$ cat config.mk
export PLATFORM = sky130hd
export DESIGN_NAME = sine_cosine_table_interpolator_flat
export DESIGN_NICKNAME = d
export VERILOG_FILES = /design/src/rtl/scti_pkg.sv /design/src/rtl/scti_if.sv /design/src/rtl/sine_cosine_table_interpolator.sv /design/src/rtl/scti_range_reduce.sv /design/src/rtl/scti_pos_div.sv /design/src/rtl/scti_interp.sv /design/src/flat_wrapper.sv
export VERILOG_INCLUDE_DIRS = /design/src /design/src/rtl
export SDC_FILE = /design/constraint.sdc
export NUM_CORES = 2
export LEC_CHECK = 0
export BUFFER_PORTS_ARGS = -buffer_cell sky130_fd_sc_hd__buf_2
export CORE_AREA = 5 5 325 327
export DETAILED_ROUTE_END_ITERATION = 16
export DIE_AREA = 0 0 330 332
export PLACE_DENSITY = 0.78
export SLEW_MARGIN = 30
export SYNTH_ARGS = -nofsm -noshare
export SYNTH_HDL_FRONTEND = slang
export SYNTH_SLANG_ARGS = --single-unit
$ cat constraint.sdc
create_clock -name clk -period 12.4 [get_ports clk]
set_clock_uncertainty 0.2 [all_clocks]
set_input_delay 1.86 -clock clk [delete_from_list [all_inputs] [get_ports clk]]
set_output_delay 1.86 -clock clk [all_outputs]
set_load 0.05 [all_outputs]
$ cat src/rtl/sine_cosine_table_interpolator_defines.svh
// ----------------------------------------------------------------------------
// Sine/cosine interpolator assertion macros
// Concurrent assertion helpers; empty when SYNTHESIS is defined.
// ----------------------------------------------------------------------------
`ifndef SINE_COSINE_TABLE_INTERPOLATOR_DEFINES_SVH
`define SINE_COSINE_TABLE_INTERPOLATOR_DEFINES_SVH

`ifndef SYNTHESIS
`define SCTI_ASSERT_IMPL(name, clk_sig, rstn_sig, ante, cons) \
  name: assert property (@(posedge clk_sig) disable iff (!(rstn_sig)) (ante) |-> (cons)) \
    else $error("scti assertion failed");
`define SCTI_ASSERT_NEXT(name, clk_sig, rstn_sig, ante, cons) \
  name: assert property (@(posedge clk_sig) disable iff (!(rstn_sig)) (ante) |=> (cons)) \
    else $error("scti assertion failed");
`else
`define SCTI_ASSERT_IMPL(name, clk_sig, rstn_sig, ante, cons)
`define SCTI_ASSERT_NEXT(name, clk_sig, rstn_sig, ante, cons)
`endif

`endif

$ cat src/rtl/scti_pkg.sv
// ----------------------------------------------------------------------------
// scti_pkg
// Constants, beat types and the quarter-wave table function.
// ----------------------------------------------------------------------------
package scti_pkg;

  localparam int TABLE_POINTS = 21;
  localparam int RESULT_BITS  = 16;

  localparam int TABLE_SEGS = TABLE_POINTS - 1;
  localparam int IDX_W      = $clog2(TABLE_POINTS);
  localparam int SEGS_W     = $clog2(TABLE_SEGS + 1);
  localparam int FRAC_W     = 16;
  localparam int FRAC1_W    = FRAC_W + 1;
  localparam int POS_W      = $clog2(TABLE_SEGS) + FRAC_W + 1;
  localparam int IDXF_W     = POS_W - FRAC_W;

  localparam int ANGLE_W   = 16;
  localparam int SHIFT_Q24 = 12;
  localparam int X_W       = 29;
  localparam int ABS_W     = 28;
  localparam int TWO_W     = 27;
  localparam int PI_W      = 26;
  localparam int RED_W     = 25;

  localparam int PI_Q24      = 52707179;
  localparam int HALF_PI_Q24 = 26353589;
  localparam int TWO_PI_Q24  = 105414357;
  localparam int FOUR_PI_Q24 = 210828714;

  localparam int RECIP_SHIFT = 32;
  localparam int RECIP_W     = 32;
  localparam logic [63:0] RECIP_WIDE =
    ((64'(TABLE_SEGS) * 64'd131072) << RECIP_SHIFT) / 64'(PI_Q24);
  localparam logic [RECIP_W-1:0] RECIP = RECIP_WIDE[RECIP_W-1:0];
  localparam int MPROD_W = RED_W + RECIP_W;
  localparam int AK_W    = RED_W + SEGS_W + FRAC_W + 1;

  localparam int VAL_W       = 31;
  localparam int HALF_PI_Q30 = 1686629713;
  localparam int ONE_Q30     = 1073741824;
  localparam int IPROD_W     = VAL_W + FRAC1_W;

  localparam int MAG_W     = 32;
  localparam int RND_SHIFT = (RESULT_BITS >= 31) ? 0 : 31 - RESULT_BITS;
  localparam logic [MAG_W-1:0] RND_HALF =
    (RESULT_BITS >= 31) ? '0 : MAG_W'(64'd1 << (30 - RESULT_BITS));
  localparam int LSHIFT = (RESULT_BITS >= 32) ? 1 : 0;
  localparam logic [MAG_W-1:0] MAX_MAG = MAG_W'((64'd1 << (RESULT_BITS - 1)) - 64'd1);
  localparam logic [RESULT_BITS-1:0] RESULT_MIN = {1'b1, {(RESULT_BITS-1){1'b0}}};

  localparam int RR_STAGES = 5;
  localparam int PD_STAGES = 3;
  localparam int IP_STAGES = 5;

  typedef struct packed {
    logic             neg;
    logic [RED_W-1:0] ang;
  } red_t;

  typedef struct packed {
    logic             neg;
    logic [POS_W-1:0] pos;
  } pos_t;

  function automatic logic [VAL_W-1:0] sine_entry(input int k);
    logic [63:0]        x;
    logic [63:0]        x2;
    logic [63:0]        term;
    logic signed [63:0] acc;
    x    = (64'(k) * 64'(HALF_PI_Q30) + 64'(TABLE_SEGS / 2)) / 64'(TABLE_SEGS);
    x2   = (x * x) >> 30;
    term = x;
    acc  = signed'(x);
    for (int n = 1; n <= 9; n++) begin
      term = ((term * x2) >> 30) / 64'((2 * n) * (2 * n + 1));
      if ((n & 1) == 1) begin
        acc = acc - signed'(term);
      end else begin
        acc = acc + signed'(term);
      end
    end
    if (acc < 0) begin
      acc = 0;
    end
    if (acc > 64'sd1073741824) begin
      acc = 64'(ONE_Q30);
    end
    return VAL_W'(acc);
  endfunction

endpackage

$ cat src/rtl/scti_if.sv
// ----------------------------------------------------------------------------
// scti_in_if / scti_out_if
// Valid/ready channels for angle beats and result beats.
// ----------------------------------------------------------------------------
interface scti_in_if;
  import scti_pkg::*;
  logic                      valid;
  logic                      ready;
  logic                      operation;
  logic signed [ANGLE_W-1:0] angle;
  modport source (output valid, output operation, output angle, input ready);
  modport sink (input valid, input operation, input angle, output ready);
endinterface

interface scti_out_if;
  import scti_pkg::*;
  logic                          valid;
  logic                          ready;
  logic signed [RESULT_BITS-1:0] trig_value;
  modport source (output valid, output trig_value, input ready);
  modport sink (input valid, input trig_value, output ready);
endinterface

$ cat src/rtl/sine_cosine_table_interpolator.sv
// ----------------------------------------------------------------------------
// sine_cosine_table_interpolator
// Pipeline: 5 range reduction, 3 table position divide and 5 interpolation
// register stages from input beat to result beat.
// Throughput: one beat per cycle while results are taken; a stalled result holds in the output
// register while empty stages behind it keep filling.
// Reset: synchronous, active low; clears stage valid bits only.
// ----------------------------------------------------------------------------
`include "sine_cosine_table_interpolator_defines.svh"

module sine_cosine_table_interpolator (
  input logic       clk,
  input logic       rst_n,
  scti_in_if.sink   in_chan,
  scti_out_if.source out_chan
);
  import scti_pkg::*;

  logic red_valid;
  logic red_ready;
  red_t red;
  logic pos_valid;
  logic pos_ready;
  pos_t pos;

  scti_range_reduce u_range (
    .clk       (clk),
    .rst_n     (rst_n),
    .in_valid  (in_chan.valid),
    .in_ready  (in_chan.ready),
    .in_op     (in_chan.operation),
    .in_angle  (in_chan.angle),
    .out_valid (red_valid),
    .out_ready (red_ready),
    .out_red   (red)
  );

  scti_pos_div u_div (
    .clk       (clk),
    .rst_n     (rst_n),
    .in_valid  (red_valid),
    .in_ready  (red_ready),
    .in_red    (red),
    .out_valid (pos_valid),
    .out_ready (pos_ready),
    .out_pos   (pos)
  );

  scti_interp u_interp (
    .clk       (clk),
    .rst_n     (rst_n),
    .in_valid  (pos_valid),
    .in_ready  (pos_ready),
    .in_pos    (pos),
    .out_valid (out_chan.valid),
    .out_ready (out_chan.ready),
    .out_trig  (out_chan.trig_value)
  );

  `SCTI_ASSERT_IMPL(a_red_in_quarter, clk, rst_n, red_valid, red.ang <= RED_W'(HALF_PI_Q24))
  `SCTI_ASSERT_IMPL(a_pos_in_table, clk, rst_n, pos_valid, pos.pos < POS_W'(TABLE_SEGS << FRAC_W))
  `SCTI_ASSERT_IMPL(a_out_symmetric, clk, rst_n, out_chan.valid, out_chan.trig_value != RESULT_MIN)

endmodule

$ cat src/rtl/scti_range_reduce.sv
// ----------------------------------------------------------------------------
// scti_range_reduce
// Folds the (optionally pi/2 offset) angle onto [0, pi/2] and tracks sign.
// ----------------------------------------------------------------------------
module scti_range_reduce (
  input  logic                                clk,
  input  logic                                rst_n,
  input  logic                                in_valid,
  output logic                                in_ready,
  input  logic                                in_op,
  input  logic signed [scti_pkg::ANGLE_W-1:0] in_angle,
  output logic                                out_valid,
  input  logic                                out_ready,
  output scti_pkg::red_t                      out_red
);
  import scti_pkg::*;

  logic [RR_STAGES-1:0] vld_r;
  logic [RR_STAGES-1:0] vld_nxt;
  logic [RR_STAGES:0]   adv;

  logic signed [X_W-1:0] x1_r, x1_nxt;
  logic                  neg2_r, neg2_nxt;
  logic [ABS_W-1:0]      a2_r, a2_nxt;
  logic                  neg3_r;
  logic [TWO_W-1:0]      a3_r, a3_nxt;
  logic                  neg4_r, neg4_nxt;
  logic [PI_W-1:0]       a4_r, a4_nxt;
  logic                  neg5_r;
  logic [RED_W-1:0]      a5_r, a5_nxt;

  always_comb begin
    adv[RR_STAGES] = out_ready;
    for (int k = RR_STAGES - 1; k >= 0; k--) begin
      adv[k] = !vld_r[k] || adv[k+1];
    end
    vld_nxt = (adv[RR_STAGES-1:0] & {vld_r[RR_STAGES-2:0], in_valid}) |
              (~adv[RR_STAGES-1:0] & vld_r);
  end

  always_comb begin
    x1_nxt   = (X_W'(in_angle) <<< SHIFT_Q24) + (in_op ? X_W'(HALF_PI_Q24) : '0);
    neg2_nxt = x1_r[X_W-1];
    a2_nxt   = x1_r[X_W-1] ? ABS_W'(-x1_r) : ABS_W'(x1_r);
    if (a2_r > ABS_W'(FOUR_PI_Q24)) begin
      a3_nxt = TWO_W'(a2_r - ABS_W'(FOUR_PI_Q24));
    end else if (a2_r > ABS_W'(TWO_PI_Q24)) begin
      a3_nxt = TWO_W'(a2_r - ABS_W'(TWO_PI_Q24));
    end else begin
      a3_nxt = TWO_W'(a2_r);
    end
    if (a3_r > TWO_W'(PI_Q24)) begin
      a4_nxt   = PI_W'(a3_r - TWO_W'(PI_Q24));
      neg4_nxt = !neg3_r;
    end else begin
      a4_nxt   = PI_W'(a3_r);
      neg4_nxt = neg3_r;
    end
    if (a4_r > PI_W'(HALF_PI_Q24)) begin
      a5_nxt = RED_W'(PI_W'(PI_Q24) - a4_r);
    end else begin
      a5_nxt = RED_W'(a4_r);
    end
  end

  always_ff @(posedge clk) begin
    if (!rst_n) begin
      vld_r <= '0;
    end else begin
      vld_r <= vld_nxt;
    end
  end

  always_ff @(posedge clk) begin
    if (adv[0]) begin
      x1_r <= x1_nxt;
    end
    if (adv[1]) begin
      neg2_r <= neg2_nxt;
      a2_r   <= a2_nxt;
    end
    if (adv[2]) begin
      neg3_r <= neg2_r;
      a3_r   <= a3_nxt;
    end
    if (adv[3]) begin
      neg4_r <= neg4_nxt;
      a4_r   <= a4_nxt;
    end
    if (adv[4]) begin
      neg5_r <= neg4_r;
      a5_r   <= a5_nxt;
    end
  end

  assign in_ready    = adv[0];
  assign out_valid   = vld_r[RR_STAGES-1];
  assign out_red.neg = neg5_r;
  assign out_red.ang = a5_r;

endmodule

$ cat src/rtl/scti_pos_div.sv
// ----------------------------------------------------------------------------
// scti_pos_div
// Table position: angle * 2 * segments * 65536 / pi by reciprocal multiply
// and a one-step remainder correction.
// ----------------------------------------------------------------------------
module scti_pos_div (
  input  logic           clk,
  input  logic           rst_n,
  input  logic           in_valid,
  output logic           in_ready,
  input  scti_pkg::red_t in_red,
  output logic           out_valid,
  input  logic           out_ready,
  output scti_pkg::pos_t out_pos
);
  import scti_pkg::*;

  logic [PD_STAGES-1:0] vld_r;
  logic [PD_STAGES-1:0] vld_nxt;
  logic [PD_STAGES:0]   adv;

  logic [MPROD_W-1:0] mprod;
  logic [AK_W-1:0]    rem;

  logic             neg1_r;
  logic [RED_W-1:0] a1_r;
  logic [POS_W-1:0] q1_r, q1_nxt;
  logic             neg2_r;
  logic [POS_W-1:0] q2_r;
  logic [AK_W-1:0]  qp2_r, qp2_nxt;
  logic [AK_W-1:0]  ak2_r, ak2_nxt;
  logic             neg3_r;
  logic [POS_W-1:0] pos3_r, pos3_nxt;

  always_comb begin
    adv[PD_STAGES] = out_ready;
    for (int k = PD_STAGES - 1; k >= 0; k--) begin
      adv[k] = !vld_r[k] || adv[k+1];
    end
    vld_nxt = (adv[PD_STAGES-1:0] & {vld_r[PD_STAGES-2:0], in_valid}) |
              (~adv[PD_STAGES-1:0] & vld_r);
  end

  always_comb begin
    mprod    = MPROD_W'(in_red.ang) * MPROD_W'(RECIP);
    q1_nxt   = mprod[RECIP_SHIFT +: POS_W];
    qp2_nxt  = AK_W'(q1_r) * AK_W'(PI_Q24);
    ak2_nxt  = (AK_W'(a1_r) * AK_W'(TABLE_SEGS)) << (FRAC_W + 1);
    rem      = ak2_r - qp2_r;
    pos3_nxt = (rem >= AK_W'(PI_Q24)) ? POS_W'(q2_r + 1'b1) : q2_r;
  end

  always_ff @(posedge clk) begin
    if (!rst_n) begin
      vld_r <= '0;
    end else begin
      vld_r <= vld_nxt;
    end
  end

  always_ff @(posedge clk) begin
    if (adv[0]) begin
      neg1_r <= in_red.neg;
      a1_r   <= in_red.ang;
      q1_r   <= q1_nxt;
    end
    if (adv[1]) begin
      neg2_r <= neg1_r;
      q2_r   <= q1_r;
      qp2_r  <= qp2_nxt;
      ak2_r  <= ak2_nxt;
    end
    if (adv[2]) begin
      neg3_r <= neg2_r;
      pos3_r <= pos3_nxt;
    end
  end

  assign in_ready    = adv[0];
  assign out_valid   = vld_r[PD_STAGES-1];
  assign out_pos.neg = neg3_r;
  assign out_pos.pos = pos3_r;

endmodule

$ cat src/rtl/scti_interp.sv
// ----------------------------------------------------------------------------
// scti_interp
// Quarter-wave table read, linear interpolation, rounding, saturation, sign.
// ----------------------------------------------------------------------------
module scti_interp (
  input  logic                                    clk,
  input  logic                                    rst_n,
  input  logic                                    in_valid,
  output logic                                    in_ready,
  input  scti_pkg::pos_t                          in_pos,
  output logic                                    out_valid,
  input  logic                                    out_ready,
  output logic signed [scti_pkg::RESULT_BITS-1:0] out_trig
);
  import scti_pkg::*;

  logic [IP_STAGES-1:0] vld_r;
  logic [IP_STAGES-1:0] vld_nxt;
  logic [IP_STAGES:0]   adv;

  logic [VAL_W-1:0] sin_tbl [TABLE_POINTS];

  for (genvar k = 0; k < TABLE_POINTS; k++) begin : g_tbl
    localparam logic [VAL_W-1:0] ENTRY = sine_entry(k);
    assign sin_tbl[k] = ENTRY;
  end

  logic [IDXF_W-1:0]  idxf;
  logic [VAL_W-1:0]   lo, hi;
  logic [IPROD_W-1:0] iprod;
  logic [MAG_W-1:0]   sum;
  logic [MAG_W-1:0]   sat;

  logic                   neg1_r;
  logic [IDX_W-1:0]       idx1_r, idx1_nxt;
  logic [FRAC1_W-1:0]     frac1_r, frac1_nxt;
  logic                   neg2_r;
  logic [FRAC1_W-1:0]     frac2_r;
  logic [VAL_W-1:0]       lo2_r;
  logic [VAL_W-1:0]       diff2_r, diff2_nxt;
  logic                   neg3_r;
  logic [MAG_W-1:0]       loh3_r, loh3_nxt;
  logic [VAL_W-1:0]       ip3_r, ip3_nxt;
  logic                   neg4_r;
  logic [MAG_W-1:0]       mag4_r, mag4_nxt;
  logic [RESULT_BITS-1:0] res5_r, res5_nxt;

  always_comb begin
    adv[IP_STAGES] = out_ready;
    for (int k = IP_STAGES - 1; k >= 0; k--) begin
      adv[k] = !vld_r[k] || adv[k+1];
    end
    vld_nxt = (adv[IP_STAGES-1:0] & {vld_r[IP_STAGES-2:0], in_valid}) |
              (~adv[IP_STAGES-1:0] & vld_r);
  end

  always_comb begin
    idxf = in_pos.pos[POS_W-1:FRAC_W];
    // clamp at the end of the table: last interval, full fraction
    if (idxf >= IDXF_W'(TABLE_SEGS)) begin
      idx1_nxt  = IDX_W'(TABLE_SEGS - 1);
      frac1_nxt = FRAC1_W'(1 << FRAC_W);
    end else begin
      idx1_nxt  = IDX_W'(idxf);
      frac1_nxt = {1'b0, in_pos.pos[FRAC_W-1:0]};
    end
    lo        = sin_tbl[idx1_r];
    hi        = sin_tbl[IDX_W'(idx1_r + 1'b1)];
    diff2_nxt = (hi > lo) ? VAL_W'(hi - lo) : '0;
    iprod     = IPROD_W'(diff2_r) * IPROD_W'(frac2_r);
    ip3_nxt   = iprod[FRAC_W +: VAL_W];
    loh3_nxt  = MAG_W'(lo2_r) + RND_HALF;
    sum       = loh3_r + MAG_W'(ip3_r);
    mag4_nxt  = (sum >> RND_SHIFT) << LSHIFT;
    sat       = (mag4_r > MAX_MAG) ? MAX_MAG : mag4_r;
    res5_nxt  = neg4_r ? RESULT_BITS'(-sat) : RESULT_BITS'(sat);
  end

  always_ff @(posedge clk) begin
    if (!rst_n) begin
      vld_r <= '0;
    end else begin
      vld_r <= vld_nxt;
    end
  end

  always_ff @(posedge clk) begin
    if (adv[0]) begin
      neg1_r  <= in_pos.neg;
      idx1_r  <= idx1_nxt;
      frac1_r <= frac1_nxt;
    end
    if (adv[1]) begin
      neg2_r  <= neg1_r;
      frac2_r <= frac1_r;
      lo2_r   <= lo;
      diff2_r <= diff2_nxt;
    end
    if (adv[2]) begin
      neg3_r <= neg2_r;
      loh3_r <= loh3_nxt;
      ip3_r  <= ip3_nxt;
    end
    if (adv[3]) begin
      neg4_r <= neg3_r;
      mag4_r <= mag4_nxt;
    end
    if (adv[4]) begin
      res5_r <= res5_nxt;
    end
  end

  assign in_ready  = adv[0];
  assign out_valid = vld_r[IP_STAGES-1];
  assign out_trig  = signed'(res5_r);

endmodule

$ cat src/flat_wrapper.sv
// flat-port wrapper written by rule: the top's interface ports become plain ports
module sine_cosine_table_interpolator_flat import scti_pkg::*;
  (clk, rst_n, in_chan_valid, in_chan_operation, in_chan_angle, in_chan_ready, out_chan_valid, out_chan_trig_value, out_chan_ready);
  scti_in_if in_chan_i ();
  scti_out_if out_chan_i ();
  input logic clk;
  input logic rst_n;
  input wire logic [$bits(in_chan_i.valid)-1:0] in_chan_valid;
  input wire logic [$bits(in_chan_i.operation)-1:0] in_chan_operation;
  input wire logic [$bits(in_chan_i.angle)-1:0] in_chan_angle;
  output wire logic [$bits(in_chan_i.ready)-1:0] in_chan_ready;
  output wire logic [$bits(out_chan_i.valid)-1:0] out_chan_valid;
  output wire logic [$bits(out_chan_i.trig_value)-1:0] out_chan_trig_value;
  input wire logic [$bits(out_chan_i.ready)-1:0] out_chan_ready;
  assign in_chan_i.valid = in_chan_valid;
  assign in_chan_i.operation = in_chan_operation;
  assign in_chan_i.angle = in_chan_angle;
  assign in_chan_ready = in_chan_i.ready;
  assign out_chan_valid = out_chan_i.valid;
  assign out_chan_trig_value = out_chan_i.trig_value;
  assign out_chan_i.ready = out_chan_ready;
  sine_cosine_table_interpolator u_core (.clk(clk), .rst_n(rst_n), .in_chan(in_chan_i), .out_chan(out_chan_i));
endmodule
Word level (Yosys, flattened, before mapping)
Memory sizes are Yosys's and may differ from the RTL's.
Index checks and enable logic that the tools add are counted.
{ "word_totals": {"romBits": 1984, "mem_count": 2, "input_bits": 21, "out_inout_bits": 18, "elab_cells": 121, "register_bits": 520} }
{ "op_classes": {"n_mul": 4, "muxes": 15, "add_sub_neg": 13, "order_cmp": 10, "bitwise": 14, "n_reduce_logical": 27} }
{ "mem_list": {"columns": ["name", "words", "word_bits", "rd", "rd_clocked_by_memory_dff", "wr", "line_no", "text"], "rows": [
  ["(no name shown)", 32, 31, 1, 0, 0, "scti_interp.sv:68", "hi = sin_tbl[IDX_W'(idx1_r + 1'b1)];"],
  ["(no name shown)", 32, 31, 1, 0, 0, "scti_interp.sv:67", "lo = sin_tbl[idx1_r];"]
]} }
{ "ops": {"columns": ["op", "count"], "rows": [
  ["31-bit two-way mux", 4],
  ["27-bit two-way mux", 2],
  ["27-bit subtractor, second input constant", 2],
  ["25-bit by 27-bit multiplier with 52-bit output, second input constant", 1],
  ["25-bit two-way mux", 2],
  ["47-bit by 26-bit >= comparator with 1-bit output, second input constant", 1],
  ["21-bit by 26-bit multiplier with 47-bit output, second input constant", 1],
  ["31-bit by 17-bit multiplier with 47-bit output", 1],
  ["47-bit subtractor", 1],
  ["31-bit by 15-bit adder with 32-bit output, second input constant", 1],
  ["32-bit by 31-bit adder with 32-bit output", 1],
  ["16-bit two-way mux", 2],
  ["31-bit > comparator", 1],
  ["31-bit subtractor", 1],
  ["28-bit by 26-bit adder with 29-bit output", 1],
  ["28-bit by 27-bit > comparator with 1-bit output, second input constant", 1],
  ["28-bit > comparator, second input constant", 1],
  ["25-bit by 3-bit multiplier with 28-bit output, second input constant", 1],
  ["28-bit two-way mux", 1],
  ["28-bit negation", 1],
  ["27-bit by 26-bit > comparator with 1-bit output, second input constant", 1],
  ["26-bit by 25-bit > comparator with 1-bit output, second input constant", 1],
  ["26-bit two-way mux", 1],
  ["26-bit subtractor, second input constant", 1],
  ["other kinds (19)", 52]
]} }

Longest topological paths before layout
{ "depth": {"ltp_word": 17, "mapped_depth": 27, "ltp_nobuf": 27} }

Modules after synthesis
Synthesis repeated with hierarchy kept, for this count alone.
{ "unflattened": {"hier_cells": 6277, "hier_area_um2": 63671.1} }
{ "modules_own_cells": {"columns": ["module", "instances", "area_each_um2", "cells_each", "seq_area_each_um2"], "rows": [
  ["scti_pos_div", 1, 29383.2, 2759, 5044.8],
  ["scti_interp", 1, 27752.9, 2959, 6135.9],
  ["scti_range_reduce", 1, 6535.0, 559, 3673.5]
]} }

Worst setup path before layout
OpenSTA, ideal clock, no wires.
{ "synth_timing": {"path_kind": "input to output", "start": "input out_chan_ready", "end": "output in_chan_ready", "path_stages": 9, "arrival_ns": 6.298, "t_required_ns": 10.340, "path_slack_ns": 4.042, "path_cell_list": "nor2b_1 -> and2_1 -> and3_1 -> and3_1 -> nand2_1 -> nor2_1 -> and3_1 -> and2_1 -> nand3_1"} }
{ "synth_via": {"elab_chain_len": 13} }
{ "synth_lines": {"columns": ["item", "line_no", "text"], "rows": [
  ["from (decl)", "flat_wrapper.sv:14", "input wire logic [$bits(out_chan_i.ready)-1:0] out_chan_ready;"],
  ["1-bit logical OR (5 in a row)", "scti_interp.sv:51", "adv[k] = !vld_r[k] || adv[k+1];"],
  ["1-bit logical OR (2 in a row)", "scti_pos_div.sv:38", "adv[k] = !vld_r[k] || adv[k+1];"],
  ["via u_core.u_div.adv[1]", "scti_pos_div.sv:20", "logic [PD_STAGES:0] adv;"],
  ["1-bit logical OR", "scti_pos_div.sv:38", null],
  ["1-bit logical OR (5 in a row)", "scti_range_reduce.sv:35", "adv[k] = !vld_r[k] || adv[k+1];"],
  ["to (decl)", "flat_wrapper.sv:11", "output wire logic [$bits(in_chan_i.ready)-1:0] in_chan_ready;"]
]} }
The timed path passes the listed nets, and every way through them passes these cells.

Worst setup path after layout
{ "layout_timing": {"start": "register u_core.u_interp.frac2_r[4]", "end": "register u_core.u_interp.ip3_r[26], data pin"} }
{ "layout_via": {"elab_chain_len": 1} }
{ "layout_lines": {"columns": ["item", "line_no", "text"], "rows": [
  ["from (decl)", "scti_interp.sv:38", "logic [FRAC1_W-1:0] frac2_r;"],
  ["from (signal assigned)", "scti_interp.sv:95", "frac2_r <= frac1_r;"],
  ["31-bit by 17-bit multiplier with 47-bit output", "scti_interp.sv:70", "iprod = IPROD_W'(diff2_r) * IPROD_W'(frac2_r);"],
  ["via u_core.u_interp.iprod[42]", "scti_interp.sv:30", "logic [IPROD_W-1:0] iprod;"],
  ["to (signal assigned)", "scti_interp.sv:102", "ip3_r <= ip3_nxt;"],
  ["to (decl)", "scti_interp.sv:43", "logic [VAL_W-1:0] ip3_r, ip3_nxt;"]
]} }
The timed path passes the listed nets, and every way through them passes these cells.
A chain may end at the register's enable or synchronous reset.

==> metrics.txt <==
Die Y=332 um; worst skew pair latency=0.64 ns; hold path cells=0; vias per cell=5.83; postcts setup bufs=0; Final Hold Fails=0; IO buf count=38; layout cells sized above 1=0.0382; remaining routing DRC violations=0; vias in the first global route=45831; stages on the worst setup path=22; largest net degree at the start of global routing=65; Main synth FF type=edfxtp_1; Die X=330 um; register area share after synthesis=0.236; Seq cells post-synth=499; area grow syn2layout=5.64%; CTS tree=built; Inserted Clock Buffers=56; DRT iter0 DRCs=3354; CTS H-tree depth=2; Worst-path clk slew=0.06 ns; HP Class=reg2reg; post-synthesis cell type count=88; total grt overflow=0; critical path endpoint category=flop; Worst-Margin Slew=0.946 ns; Slew Limit Fails=0; most used cell, CP=fa_1; Core Region=103000 um^2; drt total wl=152 mm; TNS Setup=0 ns; Crit-path slowest cell=edfxtp_1; syn nets=7837; crit path max fanout=18; met3 WL post-DR=10.5 mm; crit-path max cell delay=0.81 ns; Critical Path RT=12.57 ns; Rel. slew slack=0.365; Syn Inst Count=6173; Initial Utilization=0.614; max frequency=119 MHz; die area=110000 um^2; Final Critical Period=8.43 ns; hpwl dp=121 mm; synthesis warning total=0; Top Family by Delay on Critical Path=adder cells; CTS hold repair buffers=0; initial antenna violation count=1; CTS resizes=0; flop2flop setup slack=3.97 ns; critical path class=reg2reg; clock sinks=499; Clock Path Buffers=3; drt pass-1 iters=5; Post-Route M1 WL=60.7 mm; WL met2=73.7 mm; nets=7795; Max Cap Viol=0; async set-or-reset flop fraction in the synthesized netlist=0; Finish-stage setup viols=0; CP Data Arrival Time=8.60 ns; CTS root buffer=clkbuf_16; Post-synth EDFFs=486; crit-path cells=buf_8, nand2_1, fa_1, fa_1, fa_1, inv_1, fa_1, fa_1, inv_1, fa_1, inv_1, ha_1, o21ai_0, nand2b_1, nor4b_1, o21ai_0, a21boi_0, a311o_1, a31oi_1, or4b_2, o31ai_1, xor2_1; Register Area=14900 um^2; RSZ-0062 raised after global routing=no; first-pass GRT wire length=244 mm; GPL Wtd Cong=0.989; WL/cell=20.1 um; status=finished clean; worst reg2reg path depth=22; Mean Syn Cell Area=10.2 um^2; number of top-level pins=39; area of the mapped netlist=63000 um^2; Fillers=7865; Antenna Cells=0; Multi-input gate area=42900 um^2; post-route antenna net violation count=0; overall routing resource usage=0.280; Top Layer Used=met5; Startpoint Class=flop; Rows=118; Vias=44080; Worst Path Buf+Inv=4; Period Utilization, post-route=0.680
==> worst reg2reg max path, cell delays in order, from the launching register on <==
cell and delay, ns:
edfxtp_1 0.81, buf_8 0.26, nand2_1 0.11, fa_1 0.53, fa_1 0.53, fa_1 0.51
inv_1 0.05, fa_1 0.49, fa_1 0.49, inv_1 0.05, fa_1 0.50, inv_1 0.05
ha_1 0.30, o21ai_0 0.11, nand2b_1 0.11, nor4b_1 0.35, o21ai_0 0.33, a21boi_0 0.52
a311o_1 0.45, a31oi_1 0.27, or4b_2 0.76, o31ai_1 0.27, xor2_1 0.10
==> area by class of cell <==
cell class                 instances  share of cell area
tap                             1380              0.0260
sequential                       499               0.223
inverter                        1229              0.0693
clock inverter                    41             0.00643
clock buffer                      62              0.0217
timing repair buffer              80             0.00820
multi-input combinational       4265               0.645
==> stage by stage <==
step	std cells	setup slack [ns]	area, um^2	hold slack (ns)	utilization
final	7556	3.97	66500	0.216	0.648
after global placement	7449	4.12	64600	0.202	0.629
after global routing	7556	3.41	66500	0.225	0.648
after floorplan	6173	4.04	63000	0.200	-
after detailed placement	7453	4.07	64600	0.205	0.630
after CTS	7556	4.00	66500	0.218	0.648
==> Yosys cell counts (all sizes together) (9+ instances only) <==
cell type     n  share of area
o22ai        14         0.0014
a2111oi      15         0.0028
a21o        105          0.013
o311ai       12         0.0017
and2        239          0.024
nand3        81         0.0064
a211oi       41         0.0049
and3         41         0.0041
nor2b        39         0.0039
nand4        38         0.0039
o21ai       147          0.012
nor3b        13         0.0015
nor3         71         0.0057
buf          11        0.00079
nand2       521          0.031
a221oi       10         0.0014
nand2b       34         0.0034
clkbuf      169          0.010
o31ai        24         0.0029
nor4b         9         0.0013
edfxtp      486           0.23
a21oi       218          0.017
o21bai       28         0.0034
o21a         42         0.0050
or3          29         0.0029
inv        1227          0.073
fa          893           0.28
mux2i        10         0.0016
nor4         21         0.0022
a211o        14         0.0019
xor2        131          0.018
o211ai       20         0.0024
nor2        271          0.016
a31oi        30         0.0030
ha          750           0.15
o31a          9         0.0013
a31o         15         0.0021
xnor2       193          0.027
or2          20         0.0020
dfxtp        13         0.0041
==> layer usage <==
metal	global-route usage	up-vias
met3	0.0392	390
met5	0	-
met1	0.369	21901
met2	0.475	1738
li1	-	20049
met4	0.105	2
==> worst paths after layout <==
kind,from,to
max,u_core.u_interp.frac2_r[4],u_core.u_interp.ip3_r[26]
min,u_core.u_interp.lo2_r[8],u_core.u_interp.loh3_r[8]
max reg2reg,u_core.u_interp.frac2_r[4],u_core.u_interp.ip3_r[26]
min reg2reg,u_core.u_interp.lo2_r[8],u_core.u_interp.loh3_r[8]
==> state kept, by name (all words and copies together) (netlist names), 19 cells and up, named ones only <==
| name | flops |
|---|---|
| u_core.u_div.a1_r | 25 |
| u_core.u_div.ak2_r | 28 |
| u_core.u_div.pos3_r | 22 |
| u_core.u_div.q1_r | 21 |
| u_core.u_div.q2_r | 20 |
| u_core.u_div.qp2_r | 47 |
| u_core.u_interp.diff2_r | 31 |
| u_core.u_interp.ip3_r | 31 |
| u_core.u_interp.lo2_r | 31 |
| u_core.u_interp.loh3_r | 32 |
| u_core.u_range.a2_r | 19 |
| u_core.u_range.a3_r | 27 |
| u_core.u_range.a4_r | 26 |
| u_core.u_range.a5_r | 25 |
==> cells by family after synthesis <==
kind of cell / synth area share
multiplexers: 0.00236
flip-flops: 0.236
XOR/XNOR: 0.0451
buffers and inverters: 0.0841
AND/OR/NAND/NOR: 0.113
AO/OA/AOI/OAI: 0.0870
adder cells (fa/ha/maj): 0.433
==> cell usage in the layout, fill, tap and decap left out, drive strengths merged, types with 41 or more instances in the layout <==
cell	n
inv	1227
fa	893
ha	750
nand2	521
edfxtp	486
nor2	271
and2	239
a21oi	218
xnor2	193
o21ai	147
xor2	131
a21o	105
nand3	81
buf	80
nor3	71
clkbuf	62
o21a	42
and3	41
a211oi	41
Power is left out: the tool's default activity adds up to more than one toggle a clock period on the data nets, which glitch-free logic cannot reach.
